--- config.mk ---
export PLATFORM = sky130hd
export DESIGN_NAME = alternate_sign_rearrange
export DESIGN_NICKNAME = d
export VERILOG_FILES = /design/src/rtl/core/asr_pkg.sv /design/src/rtl/core/alternate_sign_rearrange.sv /design/src/rtl/core/asr_ram.sv /design/src/rtl/core/asr_ctrl.sv /design/src/rtl/core/asr_datapath.sv
export SDC_FILE = /design/constraint.sdc
export NUM_CORES = 2
export LEC_CHECK = 0
export CAP_MARGIN = 20
export CORE_ASPECT_RATIO = 1.1
export CORE_MARGIN = 5
export CORE_UTILIZATION = 65
export CTS_BUF_LIST = sky130_fd_sc_hd__clkbuf_16
export DETAILED_ROUTE_END_ITERATION = 7
export DONT_BUFFER_PORTS = 1
export PLACE_DENSITY = 0.82
export SLEW_MARGIN = 20
export SYNTH_ARGS = -nofsm -noshare
export SYNTH_HDL_FRONTEND = slang
export SYNTH_SLANG_ARGS = --single-unit
--- constraint.sdc ---
create_clock -name clk -period 6.1 [get_ports clk]
set_clock_uncertainty 0.2 [all_clocks]
set_input_delay 0.305 -clock clk [delete_from_list [all_inputs] [get_ports clk]]
set_output_delay 0.305 -clock clk [all_outputs]
set_load 0.01 [all_outputs]
--- src/rtl/core/asr_pkg.sv ---
`default_nettype none
// ----------------------------------------------------------------------------
// asr_pkg
// Shared types and constants for the alternate-sign rearrange block.
// ----------------------------------------------------------------------------
package asr_pkg;

    localparam int unsigned ELEM_W = 32;
    localparam int unsigned SIGN_BIT = ELEM_W - 1;

    typedef struct packed {
        logic signed [ELEM_W-1:0] element;
        logic                     is_last;
    } asr_in_t;

    typedef struct packed {
        logic signed [ELEM_W-1:0] element_res;
        logic                     is_last_res;
    } asr_out_t;

    typedef enum logic [2:0] {
        ST_IDLE,
        ST_READ,
        ST_EVAL,
        ST_ROTATE,
        ST_PLACE,
        ST_EMIT
    } asr_state_t;

    // Controller to datapath
    typedef struct packed {
        logic load;
        logic scan_rd;
        logic eval;
        logic rot_step;
        logic place;
        logic emit;
    } asr_cmd_t;

    // Datapath to controller
    typedef struct packed {
        logic load_end;
        logic need_rot;
        logic rot_done;
        logic scan_end;
        logic emit_end;
    } asr_status_t;

endpackage
`default_nettype wire

--- src/rtl/core/alternate_sign_rearrange.sv ---
`default_nettype none
// Each item is taken when start is high while busy is low, so items can come
// back to back. The item marked last (or the one that fills MAX_LEN slots)
// starts the rearrangement: each scanned position is read, then evaluated;
// a rotation shifts one element at a time through the single-port-write
// store, then places the held element; the results then stream out.
// Results cannot be stalled. Reset clears control state only; the store does not.
// ----------------------------------------------------------------------------
// alternate_sign_rearrange
// Collects a list of signed values, reorders it in place so negatives sit at
// even positions and non-negatives at odd positions (stable within each sign),
// then streams it out with a last marker.
// ----------------------------------------------------------------------------
module alternate_sign_rearrange
    import asr_pkg::*;
#(
    parameter int unsigned MAX_LEN = 64
) (
    input  wire logic        clk,
    input  wire logic        rst_n,
    input  wire logic        start,
    input  wire asr_in_t     item,
    output logic             busy,
    output asr_out_t         result,
    output logic             result_valid
);

    // Command and status between the sequencer and the datapath
    asr_cmd_t    cmd;
    asr_status_t status;

    // Sequencer: accept a transfer while idle, then walk the scan, each
    // rotation one shifted element per cycle, and finally the emit sweep.
    asr_ctrl u_ctrl (
        .clk    (clk),
        .rst_n  (rst_n),
        .start  (start),
        .status (status),
        .cmd    (cmd),
        .busy   (busy)
    );

    // Datapath: store, indexes, and the registered result valid flag.
    asr_datapath #(
        .MAX_LEN (MAX_LEN)
    ) u_datapath (
        .clk          (clk),
        .rst_n        (rst_n),
        .item         (item),
        .cmd          (cmd),
        .status       (status),
        .result       (result),
        .result_valid (result_valid)
    );

endmodule
`default_nettype wire

--- src/rtl/core/asr_ram.sv ---
`default_nettype none
// ----------------------------------------------------------------------------
// asr_ram
// Generic simple dual-port RAM: one write port, one registered read port.
// ----------------------------------------------------------------------------
module asr_ram #(
    parameter int unsigned WIDTH = 32,
    parameter int unsigned DEPTH = 64
) (
    input  wire logic                     clk,
    input  wire logic                     wr_en,
    input  wire logic [$clog2(DEPTH)-1:0] wr_addr,
    input  wire logic [WIDTH-1:0]         wr_data,
    input  wire logic [$clog2(DEPTH)-1:0] rd_addr,
    output logic      [WIDTH-1:0]         rd_data
);

    logic [WIDTH-1:0] mem [DEPTH];

    always_ff @(posedge clk)
    begin
        if (wr_en)
        begin
            mem[wr_addr] <= wr_data;
        end
        rd_data <= mem[rd_addr];
    end

endmodule
`default_nettype wire

--- src/rtl/core/asr_ctrl.sv ---
`default_nettype none
// ----------------------------------------------------------------------------
// asr_ctrl
// Sequencer: load, scan, rotate, place, emit.
// ----------------------------------------------------------------------------
module asr_ctrl
    import asr_pkg::*;
(
    input  wire logic        clk,
    input  wire logic        rst_n,
    input  wire logic        start,
    input  wire asr_status_t status,
    output asr_cmd_t         cmd,
    output logic             busy
);

    asr_state_t state_reg;
    asr_state_t state_next;

    always_ff @(posedge clk or negedge rst_n)
    begin
        if (!rst_n)
        begin
            state_reg <= ST_IDLE;
        end
        else
        begin
            state_reg <= state_next;
        end
    end

    always_comb
    begin
        state_next = state_reg;
        cmd        = '0;
        busy       = 1'b1;
        unique case (state_reg)
            ST_IDLE:
            begin
                busy = 1'b0;
                if (start)
                begin
                    cmd.load = 1'b1;
                    if (status.load_end)
                    begin
                        state_next = ST_READ;
                    end
                end
            end
            ST_READ:
            begin
                cmd.scan_rd = 1'b1;
                state_next  = ST_EVAL;
            end
            ST_EVAL:
            begin
                cmd.eval = 1'b1;
                if (status.need_rot)
                begin
                    state_next = ST_ROTATE;
                end
                else if (status.scan_end)
                begin
                    state_next = ST_EMIT;
                end
                else
                begin
                    state_next = ST_READ;
                end
            end
            ST_ROTATE:
            begin
                cmd.rot_step = 1'b1;
                if (status.rot_done)
                begin
                    state_next = ST_PLACE;
                end
            end
            ST_PLACE:
            begin
                cmd.place  = 1'b1;
                state_next = status.scan_end ? ST_EMIT : ST_READ;
            end
            ST_EMIT:
            begin
                cmd.emit = 1'b1;
                if (status.emit_end)
                begin
                    state_next = ST_IDLE;
                end
            end
            default:
            begin
                state_next = ST_IDLE;
            end
        endcase
    end

endmodule
`default_nettype wire

--- src/rtl/core/asr_datapath.sv ---
`default_nettype none
// ----------------------------------------------------------------------------
// asr_datapath
// List store, scan/misplaced/rotate indexes and result register.
// ----------------------------------------------------------------------------
module asr_datapath
    import asr_pkg::*;
#(
    parameter int unsigned MAX_LEN = 64
) (
    input  wire logic        clk,
    input  wire logic        rst_n,
    input  wire asr_in_t     item,
    input  wire asr_cmd_t    cmd,
    output asr_status_t      status,
    output asr_out_t         result,
    output logic             result_valid
);

    localparam int unsigned AW = $clog2(MAX_LEN);
    localparam int unsigned CW = $clog2(MAX_LEN + 1);

    logic [CW-1:0]     count_reg,     count_next;
    logic [AW-1:0]     scan_reg,      scan_next;
    logic [AW-1:0]     mis_reg,       mis_next;
    logic              mis_valid_reg, mis_valid_next;
    logic              msign_reg,     msign_next;
    logic [AW-1:0]     rot_reg,       rot_next;
    logic [AW-1:0]     emit_reg,      emit_next;
    logic [ELEM_W-1:0] held_reg,      held_next;
    logic              out_valid_reg, out_valid_next;
    logic              out_last_reg,  out_last_next;

    logic              wr_en;
    logic [AW-1:0]     wr_addr;
    logic [ELEM_W-1:0] wr_data;
    logic [AW-1:0]     rd_addr;
    logic [ELEM_W-1:0] rd_data;
    logic              rd_neg;

    asr_ram #(
        .WIDTH (ELEM_W),
        .DEPTH (MAX_LEN)
    ) u_store (
        .clk     (clk),
        .wr_en   (wr_en),
        .wr_addr (wr_addr),
        .wr_data (wr_data),
        .rd_addr (rd_addr),
        .rd_data (rd_data)
    );

    assign rd_neg = rd_data[SIGN_BIT];

    always_comb
    begin
        status.load_end = item.is_last || (count_reg + CW'(1) == CW'(MAX_LEN));
        status.need_rot = mis_valid_reg && (rd_neg != msign_reg);
        status.rot_done = (rot_reg - AW'(1)) == mis_reg;
        status.scan_end = (CW'(scan_reg) + CW'(1)) == count_reg;
        status.emit_end = (CW'(emit_reg) + CW'(1)) == count_reg;
    end

    // Store port steering
    always_comb
    begin
        wr_en   = 1'b0;
        wr_addr = count_reg[AW-1:0];
        wr_data = item.element;
        rd_addr = emit_reg;
        if (cmd.load)
        begin
            wr_en = 1'b1;
        end
        if (cmd.rot_step)
        begin
            wr_en   = 1'b1;
            wr_addr = rot_reg;
            wr_data = rd_data;
            rd_addr = rot_reg - AW'(2);
        end
        if (cmd.place)
        begin
            wr_en   = 1'b1;
            wr_addr = mis_reg;
            wr_data = held_reg;
        end
        if (cmd.scan_rd)
        begin
            rd_addr = scan_reg;
        end
        if (cmd.eval)
        begin
            rd_addr = scan_reg - AW'(1);
        end
    end

    always_comb
    begin
        count_next     = count_reg;
        scan_next      = scan_reg;
        mis_next       = mis_reg;
        mis_valid_next = mis_valid_reg;
        msign_next     = msign_reg;
        rot_next       = rot_reg;
        emit_next      = emit_reg;
        held_next      = held_reg;
        out_valid_next = 1'b0;
        out_last_next  = 1'b0;

        if (cmd.load)
        begin
            count_next = count_reg + CW'(1);
        end

        if (cmd.eval)
        begin
            if (status.need_rot)
            begin
                // hold the opposite-sign element, shift from the scan slot down
                held_next = rd_data;
                rot_next  = scan_reg;
            end
            else
            begin
                if (!mis_valid_reg && (rd_neg == scan_reg[0]))
                begin
                    mis_next       = scan_reg;
                    mis_valid_next = 1'b1;
                    msign_next     = rd_neg;
                end
                scan_next = scan_reg + AW'(1);
            end
        end

        if (cmd.rot_step)
        begin
            rot_next = rot_reg - AW'(1);
        end

        if (cmd.place)
        begin
            if ((scan_reg - mis_reg) != AW'(1))
            begin
                mis_next = mis_reg + AW'(2);
            end
            else if (msign_reg == scan_reg[0])
            begin
                // the slot at scan now holds the old misplaced value
                mis_next = scan_reg;
            end
            else
            begin
                mis_next       = '0;
                mis_valid_next = 1'b0;
            end
            scan_next = scan_reg + AW'(1);
        end

        if (cmd.emit)
        begin
            out_valid_next = 1'b1;
            out_last_next  = status.emit_end;
            emit_next      = emit_reg + AW'(1);
            if (status.emit_end)
            begin
                count_next     = '0;
                scan_next      = '0;
                mis_next       = '0;
                mis_valid_next = 1'b0;
                emit_next      = '0;
            end
        end
    end

    always_ff @(posedge clk or negedge rst_n)
    begin
        if (!rst_n)
        begin
            count_reg     <= '0;
            scan_reg      <= '0;
            mis_reg       <= '0;
            mis_valid_reg <= 1'b0;
            msign_reg     <= 1'b0;
            rot_reg       <= '0;
            emit_reg      <= '0;
            out_valid_reg <= 1'b0;
            out_last_reg  <= 1'b0;
        end
        else
        begin
            count_reg     <= count_next;
            scan_reg      <= scan_next;
            mis_reg       <= mis_next;
            mis_valid_reg <= mis_valid_next;
            msign_reg     <= msign_next;
            rot_reg       <= rot_next;
            emit_reg      <= emit_next;
            out_valid_reg <= out_valid_next;
            out_last_reg  <= out_last_next;
        end
    end

    always_ff @(posedge clk)
    begin
        held_reg <= held_next;
    end

    assign result.element_res = rd_data;
    assign result.is_last_res = out_last_reg;
    assign result_valid       = out_valid_reg;

    a_count_range: assert property (@(posedge clk) disable iff (!rst_n)
        count_reg <= CW'(MAX_LEN))
        else $error("list count beyond capacity");

    a_mis_behind_scan: assert property (@(posedge clk) disable iff (!rst_n)
        cmd.eval && mis_valid_reg |-> mis_reg < scan_reg)
        else $error("misplaced slot not behind scan position");

    a_rot_above_mis: assert property (@(posedge clk) disable iff (!rst_n)
        cmd.rot_step |-> rot_reg > mis_reg)
        else $error("rotation passed the misplaced slot");

    a_last_clears: assert property (@(posedge clk) disable iff (!rst_n)
        cmd.emit && status.emit_end |=> count_reg == '0 && !mis_valid_reg)
        else $error("list state not cleared after last transfer");

endmodule
`default_nettype wire

== Word level (Yosys, flattened, before mapping) ==
Memory sizes are Yosys's and may differ from the RTL's. A register that Yosys moved wholly into a read port is not among the register bits.
Index checks and enable logic that the tools add are counted.

* Register bits after elaboration: 70
* Bits in writable memories: 2048
* Input port bits: 36
* Output and inout port bits: 35
* Logic and storage cells: 108
* Memories kept: 1

{| class="wikitable"
|+ Memories
! name !! words !! bits a word !! read ports !! clocked after memory_dff !! write ports !! RTL line !! RTL
|-
| u_datapath.u_store.mem || 64 || 32 || 1 || 1 || 1 || asr_ram.sv:18 || <nowiki>logic [WIDTH-1:0] mem [DEPTH];</nowiki>
|}

* Add/subtract/negate cells: 10
* Equal/unequal tests: 17
* Multiplexer cells: 57
* Bitwise operators: 1
* Reductions and logical operators: 11

{| class="wikitable"
|+ Operators by type and width
! kind !! count
|-
| $mux 6 || 22
|-
| $mux 32 || 2
|-
| $mux 1 || 23
|-
| $mux 7 || 3
|-
| $mux 3 || 6
|-
| $pmux 3 s6 || 1
|-
| $add 6x1->7 const B || 2
|-
| $eq 7x7->1 || 2
|-
| $add 6x1->6 const B || 2
|-
| $sub 6x1->6 const B || 2
|-
| $ne 2x2->1 const B || 4
|-
| $add 7x1->7 const B || 1
|-
| $eq 7x7->1 const B || 1
|-
| $add 6x2->6 const B || 1
|-
| $eq 3x2->1 const B || 2
|-
| $eq 3x3->1 const B || 2
|-
| $eq 6x6->1 || 1
|-
| $ne 6x1->1 const B || 1
|-
| $sub 6x2->6 const B || 1
|-
| $sub 6x6->6 || 1
|-
| $reduce_and 2->1 || 2
|-
| $reduce_and 4->1 || 1
|-
| $reduce_bool 2->1 || 2
|-
| $eq 3x1->1 const B || 1
|-
| other kinds (8) || 10
|}

== Logic depth before layout (Yosys ltp) ==
* Depth after elaboration: 10
* Gate-level depth with buffers: 15
* Mapped depth without buffers: 11

== By module ==
A second synthesis with hierarchy kept.

* Cell total of the unflattened synthesis: 3857
* Area total of the unflattened synthesis: 83363.7 µm²

{| class="wikitable"
|+ Modules (own cells, without submodules)
! module !! times used !! cells each !! area an instance (µm²) !! sequential area each (µm²)
|-
| asr_ram || 1 || 3324 || 78515.3 || 62139.6
|-
| asr_datapath || 1 || 503 || 4590.7 || 1836.8
|-
| asr_ctrl || 1 || 30 || 257.7 || 75.1
|}

== Worst setup path before layout ==
OpenSTA, ideal clock, no wires.

* Kind: register to register
* From: reg u_ctrl.state_reg[1]
* To: mem u_datapath.u_store.mem[41][0] (enable)
* Library setup time: 0.421 ns
* Arrival time: 3.383 ns
* Data required time: 5.479 ns
* Slack: 2.096 ns
* Cell stages (with the launch flop): 9
* Path buffers: 3
* Clock period less this slack: 4.004 ns
* Cell sequence: dfrtp_1 buf_2 buf_2 nor3_1 and2_1 clkbuf_1 o21ai_0 or4_1 nor2_1

* Cells in the longest elaborated chain, start to end: 7

{| class="wikitable"
|+ Ends and longest elaborated chain
! what !! RTL line !! RTL
|-
| from (decl) || asr_ctrl.sv:17 || <nowiki>asr_state_t state_reg;</nowiki>
|-
| from (signal assigned) || asr_ctrl.sv:28 || <nowiki>state_reg <= state_next;</nowiki>
|-
| $logic_not 3->1 || asr_ctrl.sv:37 || <nowiki>unique case (state_reg)</nowiki>
|-
| $mux 1 || asr_ctrl.sv:37 ||
|-
| $mux 1 || asr_datapath.sv:71 || <nowiki>if (cmd.load)</nowiki>
|-
| $mux 1 || asr_datapath.sv:75 || <nowiki>if (cmd.rot_step)</nowiki>
|-
| $mux 1 || asr_datapath.sv:82 || <nowiki>if (cmd.place)</nowiki>
|-
| $mux 1 || asr_ram.sv:22 || <nowiki>if (wr_en)</nowiki>
|-
| $mux 1 (not written as such) || asr_ram.sv:24 || <nowiki>mem[wr_addr] <= wr_data;</nowiki>
|-
| to (decl) || asr_ram.sv:18 ||
|}

Parallel ways exist; a longest one is shown, timed or not.

== Worst setup path in the final report ==
* From: reg u_ctrl.state_reg[1]
* To: reg u_datapath.u_store.rd_data[24], read port of u_datapath.u_store.mem

* Cells in the longest elaborated chain, start to end: 5

{| class="wikitable"
|+ Ends and longest elaborated chain
! what !! RTL line !! RTL
|-
| $eq 3x2->1 || asr_ctrl.sv:37 ||
|-
| $mux 1 || asr_ctrl.sv:37 ||
|-
| $mux 6 || asr_datapath.sv:75 ||
|-
| $mux 6 || asr_datapath.sv:88 || <nowiki>if (cmd.scan_rd)</nowiki>
|-
| $mux 6 * || asr_datapath.sv:92 || <nowiki>if (cmd.eval)</nowiki>
|-
| to (decl) || asr_ram.sv:15 || <nowiki>output logic [WIDTH-1:0] rd_data</nowiki>
|}

Every way passes the cells marked *; elsewhere a longest branch is shown, timed or not.
A chain may end at the register's enable or synchronous reset.

==> results.sh <==
export IMPL_met1_usage_pct=43.6
export IMPL_ys_ff_latch=2150
export IMPL_worstPathArrival_ns=5.68
export IMPL_syn_avg_cell_area_um2=13.7
export IMPL_yosys_warnings=0
export IMPL_portBuffers=0
export IMPL_std_cell_rows=140
export IMPL_totalWireLength_mm=237
export IMPL_drc_errors=2
export IMPL_synthFlopType="edfxtp_1"
export IMPL_cp_start_kind="flop"
export IMPL_yosysMostFrequentCell="edfxtp_1"
export IMPL_core_area_um2=132000
export IMPL_vias=57100
export IMPL_largest_register_ffs=2048
export IMPL_synth_top_area_share_pct=72.6
export IMPL_tns_ns=0
export IMPL_min_period_ns=5.14
export IMPL_grt_pass1_wl_mm=349
export IMPL_hp_class="input port to flop"
export IMPL_outcome="complete, but fails checks"
export IMPL_antenna_found_initial=20
export IMPL_use_met2_pct=52.7
export IMPL_grt_met3_usage_pct=10.5
export IMPL_gr_total_overflow=0
export IMPL_syn_nets=6318
export IMPL_gp_congestion=0.896
export IMPL_place_hpwl_mm=137
export IMPL_fmax_mhz=195
export IMPL_hold_viol_final=0
export IMPL_synth_edf_count=2080
export IMPL_rsz0062_at_grt="false"
export IMPL_grt_most_used_layer="met2"
export IMPL_syn2layout_area_growth_pct=10.4
export IMPL_ioPinCount=71
export IMPL_start_util_pct=65.2
export IMPL_relSlewSlack_pct=21.4
export IMPL_r2r_slack_ns=0.96
export IMPL_drtIter0Drc=9392
export IMPL_ys_async_sr_fraction_pct=1.77
export IMPL_finalMaxSlewViolations=0
export IMPL_cts_path_max_buffers=3
export IMPL_vias_per_cell=6.99
export IMPL_first_global_vias=55100
export IMPL_grt_max_degree=139
export IMPL_endpoint_kind="flop"
export IMPL_die_area_um2=140000
export IMPL_worstMarginPinSlew_ns=1.18
export IMPL_worstPathMaxFanout=44
export IMPL_violations="DRC"
export IMPL_crit_type="flop to flop"
export IMPL_cts_clk_slew_worst_paths_ns=0.07
export IMPL_die_y_um=392
export IMPL_htreeDepth=4
export IMPL_maxCapViolCount=0
export IMPL_required_ns=6.65
export IMPL_cts_tree="yes"
export IMPL_layout_nets=6270
export IMPL_setup_violations_final=0
export IMPL_yosys_area_top_type="edfxtp_1"
export IMPL_timing_final_crit_share_pct=84.2
export IMPL_cts_buffers=193
export IMPL_route_antenna_remaining_nets=0
export IMPL_synth_area_leaders="edfxtp_1, nand2_1, a21oi_1"
export IMPL_final_layout_size_suffix_gt1_share_pct=8.85
export IMPL_grt_usage_pct=33.5
export IMPL_root_buffer="clkbuf_16"
export IMPL_dr_pass1_iters=8
export IMPL_fillCellCount=7743
export IMPL_ctsResizeCount=0
export IMPL_cp_cell_sequence="nand3b_1, o22ai_1, or2_4, buf_4, nor2_4, buf_4, a22oi_1, o21ai_0, a22oi_1, o211a_1"
export IMPL_cts_sinks=2150
export IMPL_critical_path_max_stage_delay_ns=0.79
export IMPL_wl_per_cell_um=29.0
export IMPL_slowest_stage="dfrtp_1"
export IMPL_synthTopCellsByCount="edfxtp_1, nand2_1, a21oi_1"
export IMPL_synthCells=6267
export IMPL_synth_cell_type_count=81
export IMPL_die_x_um=357
export IMPL_clkLatencyLatePin_ns=0.82
export IMPL_ys_seq_area_share_pct=74.4
export IMPL_synth_area_um2=86100
[final cells by class]
cell class | count | area [um2] | area share [%]
Antenna cell | 11 | 27.5 | 0.0290
Inverter | 20 | 75.1 | 0.0790
Timing Repair Buffer | 209 | 2030 | 2.13
Tap cell | 1775 | 2220 | 2.34
Clock buffer | 197 | 4930 | 5.19
Multi-Input combinational cell | 3645 | 20800 | 21.9
Clock inverter | 162 | 902 | 0.950
Sequential cell | 2150 | 64100 | 67.4
[per-stage QoR]
step | worst slack [ns] | cell area [um2] | hold WS [ns] | utilization (%) | cells
2_1_floorplan | 2.10 | 86100 | -0.191 | - | 6267
3_3_place_gp | 1.38 | 88700 | -0.186 | 67.2 | 7775
3_5_place_dp | 1.27 | 88800 | -0.186 | 67.2 | 7780
4_1_cts | 1.20 | 94800 | 0.0261 | 71.8 | 8153
5_1_grt | 0.794 | 95000 | 0.0676 | 71.9 | 8161
6_report | 0.965 | 95000 | 0.0523 | 71.9 | 8169
[final timing paths]
check                                                from                             end  cells past startpoint
setup / recovery                      u_ctrl.state_reg[1]  u_datapath.u_store.rd_data[24]                     10
hold / removal                                    item[2]   u_datapath.u_store.mem[39][1]                      3
setup reg to reg                      u_ctrl.state_reg[1]  u_datapath.u_store.rd_data[24]                     10
hold reg to reg            u_datapath.u_store.rd_data[12]         u_datapath.held_reg[12]                      0
max in group asynchronous                           rst_n           u_datapath.rot_reg[2]                      4
min in group asynchronous                           rst_n         u_datapath.count_reg[1]                      4
[what timing repair did]
item	CTS	global route
buffers inserted	0	0
hold endpoints to repair	266	0
hold buffers	14	0
[worst max-delay path: cells and delay by family (launching register included)]
family | cells | cell delay [ns]
AOI/OAI and AO/OA | 5 | 1.69
buffers and inverters | 2 | 0.98
DFF | 1 | 0.79
and+or+nand+nor | 3 | 1.33
[kinds of logic after synthesis]
family          after synthesis  synth area share, %
mux                         189                 2.20
xor+xnor                     49                0.499
simple gates               2124                 10.7
buf+inv                     472                 2.32
flops                      2150                 74.4
fa+ha+maj                    15                0.227
compound gates             1268                 9.67
[layer usage]
| layer | vias to the layer above | part of all wire [%] |
|---|---|---|
| li1 | 23700 | - |
| met2 | 4708 | 47 |
| met1 | 27900 | 33 |
| met5 | - | 0.038 |
| met4 | 14 | 4.9 |
| met3 | 800 | 15 |
[cells in the final DEF, fill, tap and decap left out, types with 15 or more instances in the layout]
| master | Yosys | routed |
|---|---|---|
| a22oi_1 | 181 | 181 |
| clkbuf_16 | 0 | 197 |
| a31oi_1 | 199 | 199 |
| o211a_1 | 28 | 27 |
| dfrtp_1 | 38 | 38 |
| clkinv_2 | 0 | 25 |
| nand2_1 | 1386 | 1350 |
| o21ai_0 | 91 | 91 |
| xnor2_1 | 36 | 36 |
| dfxtp_1 | 32 | 32 |
| nor4_1 | 33 | 32 |
| a311oi_1 | 62 | 62 |
| nor2_1 | 139 | 71 |
| nand2_4 | 0 | 15 |
| nand2_2 | 1 | 22 |
| nand3_1 | 266 | 265 |
| inv_1 | 20 | 79 |
| clkinv_1 | 0 | 59 |
| mux2i_1 | 187 | 187 |
| a21oi_1 | 412 | 412 |
| buf_4 | 11 | 162 |
| buf_12 | 0 | 33 |
| o22ai_1 | 26 | 26 |
| nor2_4 | 1 | 68 |
| a221oi_1 | 104 | 104 |
| a211oi_1 | 90 | 90 |
| and3_1 | 215 | 214 |
| nand4_1 | 16 | 16 |
| edfxtp_1 | 2080 | 2080 |
Power is left out: the tool's default activity adds up to more than one toggle a clock period on the data nets, which glitch-free logic cannot reach.
